===== config.mk =====
export PLATFORM = sky130hd
export DESIGN_NAME = camera_control_frame_parser_core
export DESIGN_NICKNAME = d
export VERILOG_FILES = /design/src/hdl/ccfp_pkg.sv /design/src/hdl/ccfp_front.sv /design/src/hdl/ccfp_back.sv /design/src/hdl/camera_control_frame_parser_core.sv
export SDC_FILE = /design/constraint.sdc
export NUM_CORES = 1
export LEC_CHECK = 0
export BUFFER_PORTS_ARGS = -buffer_cell sky130_fd_sc_hd__buf_2
export CORE_MARGIN = 2
export CORE_UTILIZATION = 48
export DETAILED_ROUTE_END_ITERATION = 10
export GPL_ROUTABILITY_DRIVEN = 0
export PLACE_DENSITY = 0.67
export SKIP_LAST_GASP = 1
export SLEW_MARGIN = 40
export SYNTH_ARGS = -nofsm -noshare
export SYNTH_HDL_FRONTEND = slang
export SYNTH_SLANG_ARGS = --single-unit

===== constraint.sdc =====
create_clock -name clk -period 12.65 [get_ports clk]
set_input_delay 2.53 -clock clk [delete_from_list [all_inputs] [get_ports clk]]
set_output_delay 2.53 -clock clk [all_outputs]
set_load 0.005 [all_outputs]

===== src/hdl/ccfp_pkg.sv =====
// ----------------------------------------------------------------------------
// Camera control frame parser package
// Shared types, protocol codes and the CRC8 (polynomial 0xD5) byte update used
// by the front end, the frame engine and the top level.
// ----------------------------------------------------------------------------
package ccfp_pkg;

  localparam logic [7:0] SYNC_BYTE = 8'hCC;
  localparam logic [7:0] CRC_POLY  = 8'hD5;

  // Frame lengths in bytes, header and CRC included; zero marks an unknown command.
  localparam int unsigned LEN_W     = 3;
  localparam logic [2:0]  LEN_NONE  = 3'd0;
  localparam logic [2:0]  LEN_SHORT = 3'd3;
  localparam logic [2:0]  LEN_LONG  = 3'd4;

  // Byte positions inside a buffered frame.
  localparam int unsigned POS_CMD    = 1;
  localparam int unsigned POS_ACTION = 2;
  localparam int unsigned POS_CRC_S  = 2;
  localparam int unsigned POS_CRC_L  = 3;

  localparam logic [7:0] CMD_DEVICE_INFO   = 8'h00;
  localparam logic [7:0] CMD_CAMERA        = 8'h01;
  localparam logic [7:0] CMD_KEY_PRESS     = 8'h02;
  localparam logic [7:0] CMD_KEY_RELEASE   = 8'h03;
  localparam logic [7:0] CMD_KEY_HANDSHAKE = 8'h04;

  localparam logic [7:0] ACT_TOGGLE = 8'h01;
  localparam logic [7:0] ACT_START  = 8'h03;
  localparam logic [7:0] ACT_STOP   = 8'h04;

  // Configuration register indexes.
  localparam logic [1:0] REG_PROTOCOL_VERSION = 2'd0;
  localparam logic [1:0] REG_FEATURE_BITS     = 2'd1;
  localparam logic [1:0] REG_REPLY_ENABLE     = 2'd2;

  localparam logic [7:0]  VERSION_RESET      = 8'd1;
  localparam logic [15:0] FEATURE_RESET      = 16'd197;
  localparam logic        REPLY_ENABLE_RESET = 1'b1;

  // The device info reply is five bytes long.
  localparam logic [2:0] REPLY_LAST = 3'd4;

  typedef enum logic [1:0] {
    EV_NONE,
    EV_TOGGLE,
    EV_START,
    EV_STOP
  } event_t;

  typedef enum logic {
    OP_BYTE,
    OP_IDLE
  } op_t;

  typedef struct packed {
    op_t        op;
    logic       is_sync;
    logic [7:0] data;
  } item_t;

  typedef struct packed {
    logic [7:0]  protocol_version;
    logic [15:0] feature_bits;
    logic        reply_enable;
  } cfg_t;

  typedef struct packed {
    event_t      event_res;
    logic        reply_valid;
    logic [7:0]  reply_byte;
    logic        last;
    logic [15:0] frame_count;
    logic [15:0] crc_error_count;
    logic [15:0] resync_count;
  } result_t;

  typedef enum logic [2:0] {
    ST_IDLE,
    ST_SCAN,
    ST_CRC,
    ST_CHECK,
    ST_DROP,
    ST_SEEK,
    ST_EMIT,
    ST_REPLY
  } state_t;

  function automatic logic [7:0] crc_update(input logic [7:0] c, input logic [7:0] b);
    logic [7:0] v;
    v = c ^ b;
    for (int k = 0; k < 8; k++) begin
      v = v[7] ? ({v[6:0], 1'b0} ^ CRC_POLY) : {v[6:0], 1'b0};
    end
    return v;
  endfunction

  function automatic logic [2:0] length_for(input logic [7:0] cmd);
    logic [2:0] len;
    unique case (cmd) inside
      CMD_DEVICE_INFO, CMD_KEY_RELEASE:               len = LEN_SHORT;
      CMD_CAMERA, CMD_KEY_PRESS, CMD_KEY_HANDSHAKE:   len = LEN_LONG;
      default:                                        len = LEN_NONE;
    endcase
    return len;
  endfunction

endpackage


===== src/hdl/ccfp_front.sv =====
// ----------------------------------------------------------------------------
// Camera control frame parser front end
// Accepts input items, classifies them as received bytes or line-idle events
// and holds them in a two-entry queue for the frame engine.
// ----------------------------------------------------------------------------
module ccfp_front
  import ccfp_pkg::*;
(
  input  logic       clk,
  input  logic       rst,
  input  logic       in_valid,
  output logic       in_stall,
  input  logic       mode,
  input  logic [7:0] rx_byte,
  output logic       q_valid,
  output item_t      q_item,
  input  logic       q_pop
);

  item_t      slot [2];
  logic [1:0] fill;
  logic       wr_ptr;
  logic       rd_ptr;
  logic       push;
  logic       pop;
  item_t      item_in;

  assign in_stall = (fill == 2'd2);
  assign q_valid  = (fill != 2'd0);
  assign q_item   = slot[rd_ptr];
  assign push     = in_valid && !in_stall;
  assign pop      = q_pop && q_valid;

  always_comb begin
    item_in.op      = mode ? OP_IDLE : OP_BYTE;
    item_in.is_sync = !mode && (rx_byte == SYNC_BYTE);
    item_in.data    = rx_byte;
  end

  always_ff @(posedge clk) begin
    if (rst) begin
      fill   <= 2'd0;
      wr_ptr <= 1'b0;
      rd_ptr <= 1'b0;
    end else begin
      fill <= fill + 2'(push) - 2'(pop);
      if (push) begin
        wr_ptr <= !wr_ptr;
      end
      if (pop) begin
        rd_ptr <= !rd_ptr;
      end
    end
  end

  always_ff @(posedge clk) begin
    if (push) begin
      slot[wr_ptr] <= item_in;
    end
  end

endmodule


===== src/hdl/ccfp_back.sv =====
// ----------------------------------------------------------------------------
// Camera control frame parser engine
// Buffers frame bytes, checks length and CRC one byte per cycle, rescans after
// errors one byte per cycle and drives the registered result item.
// ----------------------------------------------------------------------------
module ccfp_back
  import ccfp_pkg::*;
#(
  parameter int unsigned MAX_FRAME_BYTES = 4
) (
  input  logic    clk,
  input  logic    rst,
  input  cfg_t    cfg,
  input  logic    q_valid,
  input  item_t   q_item,
  output logic    q_pop,
  output logic    out_valid,
  input  logic    out_stall,
  output result_t res
);

  localparam int unsigned CW = $clog2(MAX_FRAME_BYTES + 1);
  localparam int unsigned IW = $clog2(MAX_FRAME_BYTES);

  state_t        state, state_next;
  logic [CW-1:0] count, count_next;
  logic [15:0]   frames, frames_next;
  logic [15:0]   crcerrs, crcerrs_next;
  logic [15:0]   resyncs, resyncs_next;
  logic [IW-1:0] idx, idx_next;
  logic [7:0]    crc, crc_next;
  event_t        ev, ev_next;
  logic [2:0]    ridx, ridx_next;
  logic [7:0]    rcrc, rcrc_next;
  logic          ov, ov_next;
  result_t       res_next;

  logic [7:0]    fbuf [MAX_FRAME_BYTES];
  logic          wr_en;
  logic          shift_en;
  logic          load;
  logic          out_free;
  logic [2:0]    len;
  logic [7:0]    chk_byte;
  logic [7:0]    rep_byte;
  event_t        act_ev;

  assign out_valid = ov;
  assign out_free  = !ov || !out_stall;
  assign len       = length_for(fbuf[POS_CMD]);
  assign chk_byte  = (len == LEN_SHORT) ? fbuf[POS_CRC_S] : fbuf[POS_CRC_L];

  always_comb begin
    unique case (fbuf[POS_ACTION])
      ACT_TOGGLE: act_ev = EV_TOGGLE;
      ACT_START:  act_ev = EV_START;
      ACT_STOP:   act_ev = EV_STOP;
      default:    act_ev = EV_NONE;
    endcase
  end

  always_comb begin
    case (ridx)
      3'd0:    rep_byte = SYNC_BYTE;
      3'd1:    rep_byte = cfg.protocol_version;
      3'd2:    rep_byte = cfg.feature_bits[7:0];
      3'd3:    rep_byte = cfg.feature_bits[15:8];
      default: rep_byte = rcrc;
    endcase
  end

  always_ff @(posedge clk) begin
    if (rst) begin
      state <= ST_IDLE;
    end else begin
      state <= state_next;
    end
  end

  always_comb begin
    count_next   = count;
    frames_next  = frames;
    crcerrs_next = crcerrs;
    resyncs_next = resyncs;
    idx_next     = idx;
    crc_next     = crc;
    ev_next      = ev;
    ridx_next    = ridx;
    rcrc_next    = rcrc;
    res_next     = res;
    state_next   = state;
    q_pop        = 1'b0;
    wr_en        = 1'b0;
    shift_en     = 1'b0;
    load         = 1'b0;
    unique case (state)
      ST_IDLE: begin
        if (q_valid) begin
          q_pop      = 1'b1;
          ev_next    = EV_NONE;
          state_next = ST_EMIT;
          if (q_item.op == OP_IDLE) begin
            if (count != '0) begin
              count_next   = '0;
              resyncs_next = resyncs + 16'd1;
            end
          end else if (count == '0) begin
            if (q_item.is_sync) begin
              wr_en      = 1'b1;
              count_next = CW'(1);
            end
          end else begin
            if (count < CW'(MAX_FRAME_BYTES)) begin
              wr_en      = 1'b1;
              count_next = count + CW'(1);
            end
            state_next = ST_SCAN;
          end
        end
      end
      ST_SCAN: begin
        if (count < CW'(2)) begin
          state_next = ST_EMIT;
        end else if (len == LEN_NONE) begin
          state_next = ST_DROP;
        end else if (count < CW'(len)) begin
          state_next = ST_EMIT;
        end else begin
          idx_next   = '0;
          crc_next   = 8'h00;
          state_next = ST_CRC;
        end
      end
      ST_CRC: begin
        crc_next = crc_update(crc, fbuf[idx]);
        idx_next = idx + IW'(1);
        if (LEN_W'(idx) == len - LEN_W'(2)) begin
          state_next = ST_CHECK;
        end
      end
      ST_CHECK: begin
        if (crc != chk_byte) begin
          crcerrs_next = crcerrs + 16'd1;
          state_next   = ST_DROP;
        end else begin
          frames_next = frames + 16'd1;
          count_next  = '0;
          if (fbuf[POS_CMD] == CMD_DEVICE_INFO && cfg.reply_enable) begin
            ridx_next  = 3'd0;
            rcrc_next  = 8'h00;
            state_next = ST_REPLY;
          end else begin
            ev_next    = (fbuf[POS_CMD] == CMD_CAMERA) ? act_ev : EV_NONE;
            state_next = ST_EMIT;
          end
        end
      end
      ST_DROP: begin
        shift_en     = 1'b1;
        count_next   = count - CW'(1);
        resyncs_next = resyncs + 16'd1;
        state_next   = ST_SEEK;
      end
      ST_SEEK: begin
        if (count != '0 && fbuf[0] != SYNC_BYTE) begin
          shift_en   = 1'b1;
          count_next = count - CW'(1);
        end else begin
          state_next = ST_SCAN;
        end
      end
      ST_EMIT: begin
        if (out_free) begin
          load                     = 1'b1;
          res_next.event_res       = ev;
          res_next.reply_valid     = 1'b0;
          res_next.reply_byte      = 8'h00;
          res_next.last            = 1'b1;
          res_next.frame_count     = frames;
          res_next.crc_error_count = crcerrs;
          res_next.resync_count    = resyncs;
          state_next               = ST_IDLE;
        end
      end
      ST_REPLY: begin
        if (out_free) begin
          load                     = 1'b1;
          res_next.event_res       = EV_NONE;
          res_next.reply_valid     = 1'b1;
          res_next.reply_byte      = rep_byte;
          res_next.last            = (ridx == REPLY_LAST);
          res_next.frame_count     = frames;
          res_next.crc_error_count = crcerrs;
          res_next.resync_count    = resyncs;
          rcrc_next                = crc_update(rcrc, rep_byte);
          ridx_next                = ridx + 3'd1;
          if (ridx == REPLY_LAST) begin
            state_next = ST_IDLE;
          end
        end
      end
      default: begin
        state_next = ST_IDLE;
      end
    endcase
    ov_next = load || (ov && out_stall);
  end

  always_ff @(posedge clk) begin
    if (rst) begin
      count   <= '0;
      frames  <= 16'd0;
      crcerrs <= 16'd0;
      resyncs <= 16'd0;
      ov      <= 1'b0;
    end else begin
      count   <= count_next;
      frames  <= frames_next;
      crcerrs <= crcerrs_next;
      resyncs <= resyncs_next;
      ov      <= ov_next;
    end
  end

  always_ff @(posedge clk) begin
    idx  <= idx_next;
    crc  <= crc_next;
    ev   <= ev_next;
    ridx <= ridx_next;
    rcrc <= rcrc_next;
    res  <= res_next;
  end

  // Frame buffer: append at the fill position, or shift down by one byte.
  always_ff @(posedge clk) begin
    if (shift_en) begin
      for (int i = 0; i < MAX_FRAME_BYTES - 1; i++) begin
        fbuf[i] <= fbuf[i+1];
      end
    end else if (wr_en) begin
      fbuf[count[IW-1:0]] <= q_item.data;
    end
  end

endmodule


===== src/hdl/camera_control_frame_parser_core.sv =====
// ----------------------------------------------------------------------------
// Camera control frame parser
// Frames camera-control requests from a received byte stream. Each input item
// is either a received byte (mode 0) or a line-idle event (mode 1). Requests
// start with header 0xCC, are three or four bytes long according to their
// command byte and end in a CRC8 over all earlier bytes. Every input item
// yields one result item, except a device info request with replies enabled,
// which yields the five reply bytes as five result items, the last marked.
// Both channels use valid and stall; an item moves when valid is high and
// stall is low. The configuration channel (cfg_valid, cfg_ready, cfg_index,
// cfg_data) is always ready and should only be written while the block idles.
// Items pass a two-entry queue, so the front end keeps accepting while a
// result waits. Idle events, noise and a first header take the shortest
// path through the engine; a byte that completes a frame also runs the CRC
// check, and a resync drops bytes and rescans before it goes on. The engine
// handles one item at a time. Results come from an output register that
// holds steady while out_stall is high. Reset empties the queue and the frame
// buffer count, clears all counters and restores the register defaults.
// ----------------------------------------------------------------------------
module camera_control_frame_parser_core
  import ccfp_pkg::*;
#(
  parameter int unsigned MAX_FRAME_BYTES = 4
) (
  input  logic        clk,
  input  logic        rst,
  input  logic        in_valid,
  output logic        in_stall,
  input  logic        mode,
  input  logic [7:0]  rx_byte,
  output logic        out_valid,
  input  logic        out_stall,
  output logic [1:0]  event_res,
  output logic        reply_valid,
  output logic [7:0]  reply_byte,
  output logic        last,
  output logic [15:0] frame_count,
  output logic [15:0] crc_error_count,
  output logic [15:0] resync_count,
  input  logic        cfg_valid,
  output logic        cfg_ready,
  input  logic [1:0]  cfg_index,
  input  logic [15:0] cfg_data
);

  cfg_t    cfg;
  logic    q_valid;
  item_t   q_item;
  logic    q_pop;
  result_t res;

  // The register file takes a write in every cycle.
  assign cfg_ready = 1'b1;

  always_ff @(posedge clk) begin
    if (rst) begin
      cfg.protocol_version <= VERSION_RESET;
      cfg.feature_bits     <= FEATURE_RESET;
      cfg.reply_enable     <= REPLY_ENABLE_RESET;
    end else if (cfg_valid && cfg_ready) begin
      case (cfg_index)
        REG_PROTOCOL_VERSION: cfg.protocol_version <= cfg_data[7:0];
        REG_FEATURE_BITS:     cfg.feature_bits     <= cfg_data;
        REG_REPLY_ENABLE:     cfg.reply_enable     <= cfg_data[0];
        default: begin
        end
      endcase
    end
  end

  // Front end: classifies each accepted item and queues it.
  ccfp_front u_front (
    .clk      (clk),
    .rst      (rst),
    .in_valid (in_valid),
    .in_stall (in_stall),
    .mode     (mode),
    .rx_byte  (rx_byte),
    .q_valid  (q_valid),
    .q_item   (q_item),
    .q_pop    (q_pop)
  );

  // Frame engine: buffering, CRC checking, resync and result generation.
  ccfp_back #(
    .MAX_FRAME_BYTES (MAX_FRAME_BYTES)
  ) u_back (
    .clk       (clk),
    .rst       (rst),
    .cfg       (cfg),
    .q_valid   (q_valid),
    .q_item    (q_item),
    .q_pop     (q_pop),
    .out_valid (out_valid),
    .out_stall (out_stall),
    .res       (res)
  );

  assign event_res       = res.event_res;
  assign reply_valid     = res.reply_valid;
  assign reply_byte      = res.reply_byte;
  assign last            = res.last;
  assign frame_count     = res.frame_count;
  assign crc_error_count = res.crc_error_count;
  assign resync_count    = res.resync_count;

endmodule


======== Word-level counts from Yosys, hierarchy flattened ========
Memories as Yosys holds them, arrays and structs flattened. A register that Yosys moved wholly into a read port is not among the register bits.
Cells that the tools add are included.
Widths: inputs -> output; s select.
cells by class
  $add $sub $neg .......................... 10
  $lt $le $gt $ge ......................... 3
  eq/ne operators ......................... 44
  muxes and demuxes ....................... 97
  bitwise gates (word level) .............. 19
  reductions and logical operators ........ 44
operator list
  operator               number
  $mux 8                 24
  $mux 60                2
  $pmux 60 s2            1
  $not 5->5              16
  $mux 3                 23
  $add 16x1->16 const B  3
  $mux 16                3
  $pmux 16 s2            1
  $pmux 8 s2             2
  $pmux 8 s4             1
  $eq 8x2->1 const B     3
  $pmux 3 s8             1
  $mux 1                 23
  $mux 2                 9
  $eq 8x1->1 const B     2
  $eq 8x3->1 const B     2
  $ne 2x2->1 const B     8
  $reduce_and 4->1       4
  $xor 8x8->8            2
  $eq 3x2->1 const B     5
  $eq 3x3->1 const B     5
  $ne 2x1->1 const B     7
  $logic_not 3->1        4
  $pmux 3 s2             2
  39 further kinds       64
storage, ports and cells
  register bits ........................... 167
  RAM bits ................................ 52
  input bits .............................. 32
  output and inout port bits .............. 63
  word-level logic and storage cells ...... 243
  memories ................................ 2
memory list
  memory        depth  bits a word  rd ports  clocked after memory_dff  wr ports  line              text
  u_back.fbuf   4      8            5         1                         3         ccfp_back.sv:38   logic [7:0] fbuf [MAX_FRAME_BYTES];
  u_front.slot  2      10           1         1                         1         ccfp_front.sv:20  item_t slot [2];

======== Logic depth before layout (Yosys ltp) ========
  depth after elaboration ................. 21
  depth in mapped cells ................... 13
  depth with buffers taken out ............ 12

======== Cells and area by module ========
A second synthesis with hierarchy kept.
second synthesis, totals
  cells, all modules ...................... 888
  area, all modules ....................... 10423.7 sq um
modules (own cells, without submodules)
  module                            times used  cells each  area an instance (sq um)
  ccfp_back                         1           720         8326.7
  camera_control_frame_parser_core  1           107         1108.6
  ccfp_front                        1           61          988.4

======== Worst setup path before layout ========
Ideal clock, no wire load.
  kind .................................... input to register
  start point ............................. in out_stall
  end point ............................... reg, netlist name u_back.res[0]
  setup time .............................. 497 ps
  arrival time ............................ 5390 ps
  data required time ...................... 12153 ps
  path slack .............................. 6763 ps
  stages on the path ...................... 1
  path through ............................ a21oi_1
between the ends
  word-level cells in the longest chain between the ends .. 4
RTL lines
  what                                 line                                    text
  start, declared                      camera_control_frame_parser_core.sv:32  input logic out_stall,
  $logic_not 1->1 *                    ccfp_back.sv:49                         assign out_free = !ov || !out_stall;
  $logic_or 1x1->1 *                   ccfp_back.sv:49
  $ne 2x1->1 (no source line)          n/a
  $reduce_and 3->1 (no source line) *  n/a
Mark *: on every way between the ends. The rest lies on a longest branch, timed or not.
A chain may end at the register's enable or synchronous reset.

==> impl_metrics.tcl <==
set metrics [dict create \
    drt_iter0_drc 376 \
    path_buf_inv 0 \
    worstPathRequired_ns 13.03 \
    initial_core_util_pct 49.0 \
    antenna_found_initial 0 \
    fin_ws_ns 8.31 \
    grt_overflow 0 \
    track_usage_pct 19.2 \
    die_area_um2 22700 \
    cts_tree "built" \
    arrival_ns 4.71 \
    power_mw 2.33 \
    clockRootBuffer "clkbuf_16" \
    endpoint_kind "flop" \
    grt_max_degree 86 \
    max_freq_mhz 231 \
    seq_area_frac_synth_pct 56.1 \
    hold_viol_final 0 \
    syn-num-nets 988 \
    crit_family "simple AND/OR/NAND/NOR gates" \
    die_width_um 151 \
    finalCriticalPeriod_ns 4.34 \
    ys_types 71 \
    tns_ns 0 \
    grt_pass1_vias 6797 \
    rsz0062_at_grt "false" \
    yosysMostFrequentCell "edfxtp_1" \
    grt_pass1_wl_um 34800 \
    drtPass1Iterations 4 \
    hold_buffers 0 \
    cts.clk_slew.worst_paths_ns 0.06 \
    maxCapViolCount 0 \
    syn_avg_cell_area_um2 11.0 \
    multiInputGateArea_um2 4300 \
    post-route-util_pct 56.3 \
    finalCritPeriodShare_pct 34.3 \
    cts_setup_buffers 0 \
    ys_async_sr_fraction_pct 0 \
    critPathMaxStageDelay_ns 0.61 \
    numCtsBuffers 24 \
    report.final.slew_viol_count 0 \
    slew_headroom_pct 45.9 \
    hold_class "flop to flop" \
    rows 53 \
    synth_ff_type "edfxtp_1" \
    fin_nets 1068 \
    place_area_um2 11000 \
    worst_pin_slew_ns 0.812 \
    num_antenna_cells 0 \
    pre_cts_slack_ns 8.26 \
    cts_buffer_depth 3 \
    htree_levels 1 \
    synth_top_area_share_pct 39.2 \
    hpwl_um 15000 \
    cts_resized 0 \
    fp.dieH_um 151 \
    ant_nets 0 \
    finalSetupViolCount 0 \
    n_fill_cell 1775 \
    synth_edf_count 135 \
    synth_top_cell_by_area "edfxtp_1" \
    synth_area_leaders "edfxtp_1, dfxtp_1, xnor2_1" \
    route.detailed.drc 0 \
    port_buffers 93 \
    viasPerCell 5.44 \
    status "finished, final reports clean" \
    clock_latency_ns 0.52 \
    fin_skew_ns 0.0131 \
    synthTopCellsByCount "edfxtp_1, nand2_1, nor2_1" \
    p_leak_nw 4.36 \
    cp_slowest_cell "or4_1" \
    syn2layout_area_growth_pct 14.9 \
    crit_chain "or4_1 -> nor4_2 -> ha_1 -> mux2i_1 -> xnor2_1 -> nor4_2 -> nand4_1 -> nor4_1 -> xnor2_1 -> nor2_1" \
    totalWireLength_um 21500 \
    cts_num_sinks 222 \
    io_pins 95 \
    peakVddDrop_mv 0.140 \
    crit_type "flop to flop" \
    synth_area_um2 10300 \
    synth_seq_cells 222 \
    p_per_area_nw_per_um2 196 \
    design_area_um2 11900 \
    yosysWarnings 0 \
    drive_gt1_share_pct 16.9 \
    wl_per_cell_um 16.4 \
    syn_inst 936 \
    regArea_um2 5800 \
    core_area_um2 21100 \
    startpoint_type "flop" \
    via_count 7116 \
    path_max_fanout 14 \
]
-- path summary, 6_finish.rpt --
path / depth (start not counted) / start / end / slack (ns)
worst max-delay path: 10 / u_back.fbuf[1][4] / u_back.frames[15] / 8.31
worst min-delay path: 0 / u_back.resyncs[11] / u_back.res[11] / 0.43
worst max register to register: 10 / u_back.fbuf[1][4] / u_back.frames[15] / 8.31
worst min register to register: 0 / u_back.resyncs[11] / u_back.res[11] / 0.43
-- metrics by stage --
stage	cells	hold WS, ns
4_1_cts	1309	0.430
3_3_place_gp	1265	0.416
6_report	1309	0.427
5_1_grt	1309	0.455
2_1_floorplan	936	0.408
3_5_place_dp	1265	0.415
-- sequential cells by signal, indices dropped and copies added, names as in the netlist, named ones only --
signal / count
u_front.fill: 2
u_back.state: 3
u_front.slot: 20
u_back.resyncs: 16
u_front.rd_ptr: 1
u_back.fbuf: 32
u_back.crc: 8
cfg: 25
u_back.idx: 2
u_back.count: 3
u_back.crcerrs: 16
u_back.rcrc: 8
u_back.res: 60
u_back.frames: 16
u_back.ridx: 3
u_front.wr_ptr: 1
u_back.ev: 2
u_back.out_valid: 1
-- worst reg2reg max path, stage by stage, from the launching register on --
cell,delay [ns]
edfxtp_1,0.40
or4_1,0.61
nor4_2,0.45
ha_1,0.51
mux2i_1,0.29
xnor2_1,0.10
nor4_2,0.48
nand4_1,0.61
nor4_1,0.51
xnor2_1,0.16
nor2_1,0.06
-- where the power goes --
group / switching (mW) / total (mW) / internal (mW) / leakage, nW
sequential: 0.0866 / 0.970 / 0.883 / 1.97
clock: 0.284 / 0.728 / 0.444 / 0.418
combinational: 0.344 / 0.630 / 0.286 / 1.98
total: 0.715 / 2.33 / 1.61 / 4.36
-- layout by cell type, fill, tap and decap left out, types with 5 or more instances in the layout --
| cell | count |
|---|---|
| a21oi_1 | 42 |
| mux2i_1 | 33 |
| and2_1 | 15 |
| ha_1 | 20 |
| nand3_1 | 16 |
| edfxtp_1 | 135 |
| or3_1 | 7 |
| nor2_1 | 94 |
| dfxtp_1 | 87 |
| nand2b_1 | 9 |
| o21ai_0 | 40 |
| o211ai_1 | 7 |
| or2_2 | 5 |
| xnor2_1 | 47 |
| nand2_1 | 108 |
| clkinv_2 | 6 |
| mux4_2 | 8 |
| nand4_1 | 17 |
| buf_2 | 93 |
| clkbuf_16 | 26 |
| xor2_1 | 34 |
| and4_1 | 8 |
| a211o_1 | 5 |
| inv_1 | 29 |
| nand3b_1 | 12 |
| and3_1 | 11 |
| nor2b_1 | 12 |
| nor3_1 | 19 |
-- cells by family after synthesis --
family,Yosys count,share of synthesized area [%]
compound gates,135,8.66
xor+xnor,85,7.62
fa+ha+maj,20,2.42
simple gates,361,17.4
buf+inv,70,2.69
mux,42,5.05
other cells,1,0.0363
flops,222,56.1
-- metal layers --
metal	vias up	global-route usage, %	share of wire, %
met1	3399	24.9	43
met5	-	0	0
li1	3502	-	-
met4	0	7.62	3.8
met3	54	3.09	4.3
met2	161	32.2	49
-- layout make-up --
type | instances | area share (%)
repair buffers | 95 | 4.08
inverters | 29 | 0.917
clock inverters | 15 | 1.42
multi-input cells | 644 | 36.2
flip-flops and latches | 222 | 48.8
well taps | 275 | 2.90
clock buffers | 29 | 5.69
No activity file was read; power rests on OpenSTA's default activity.
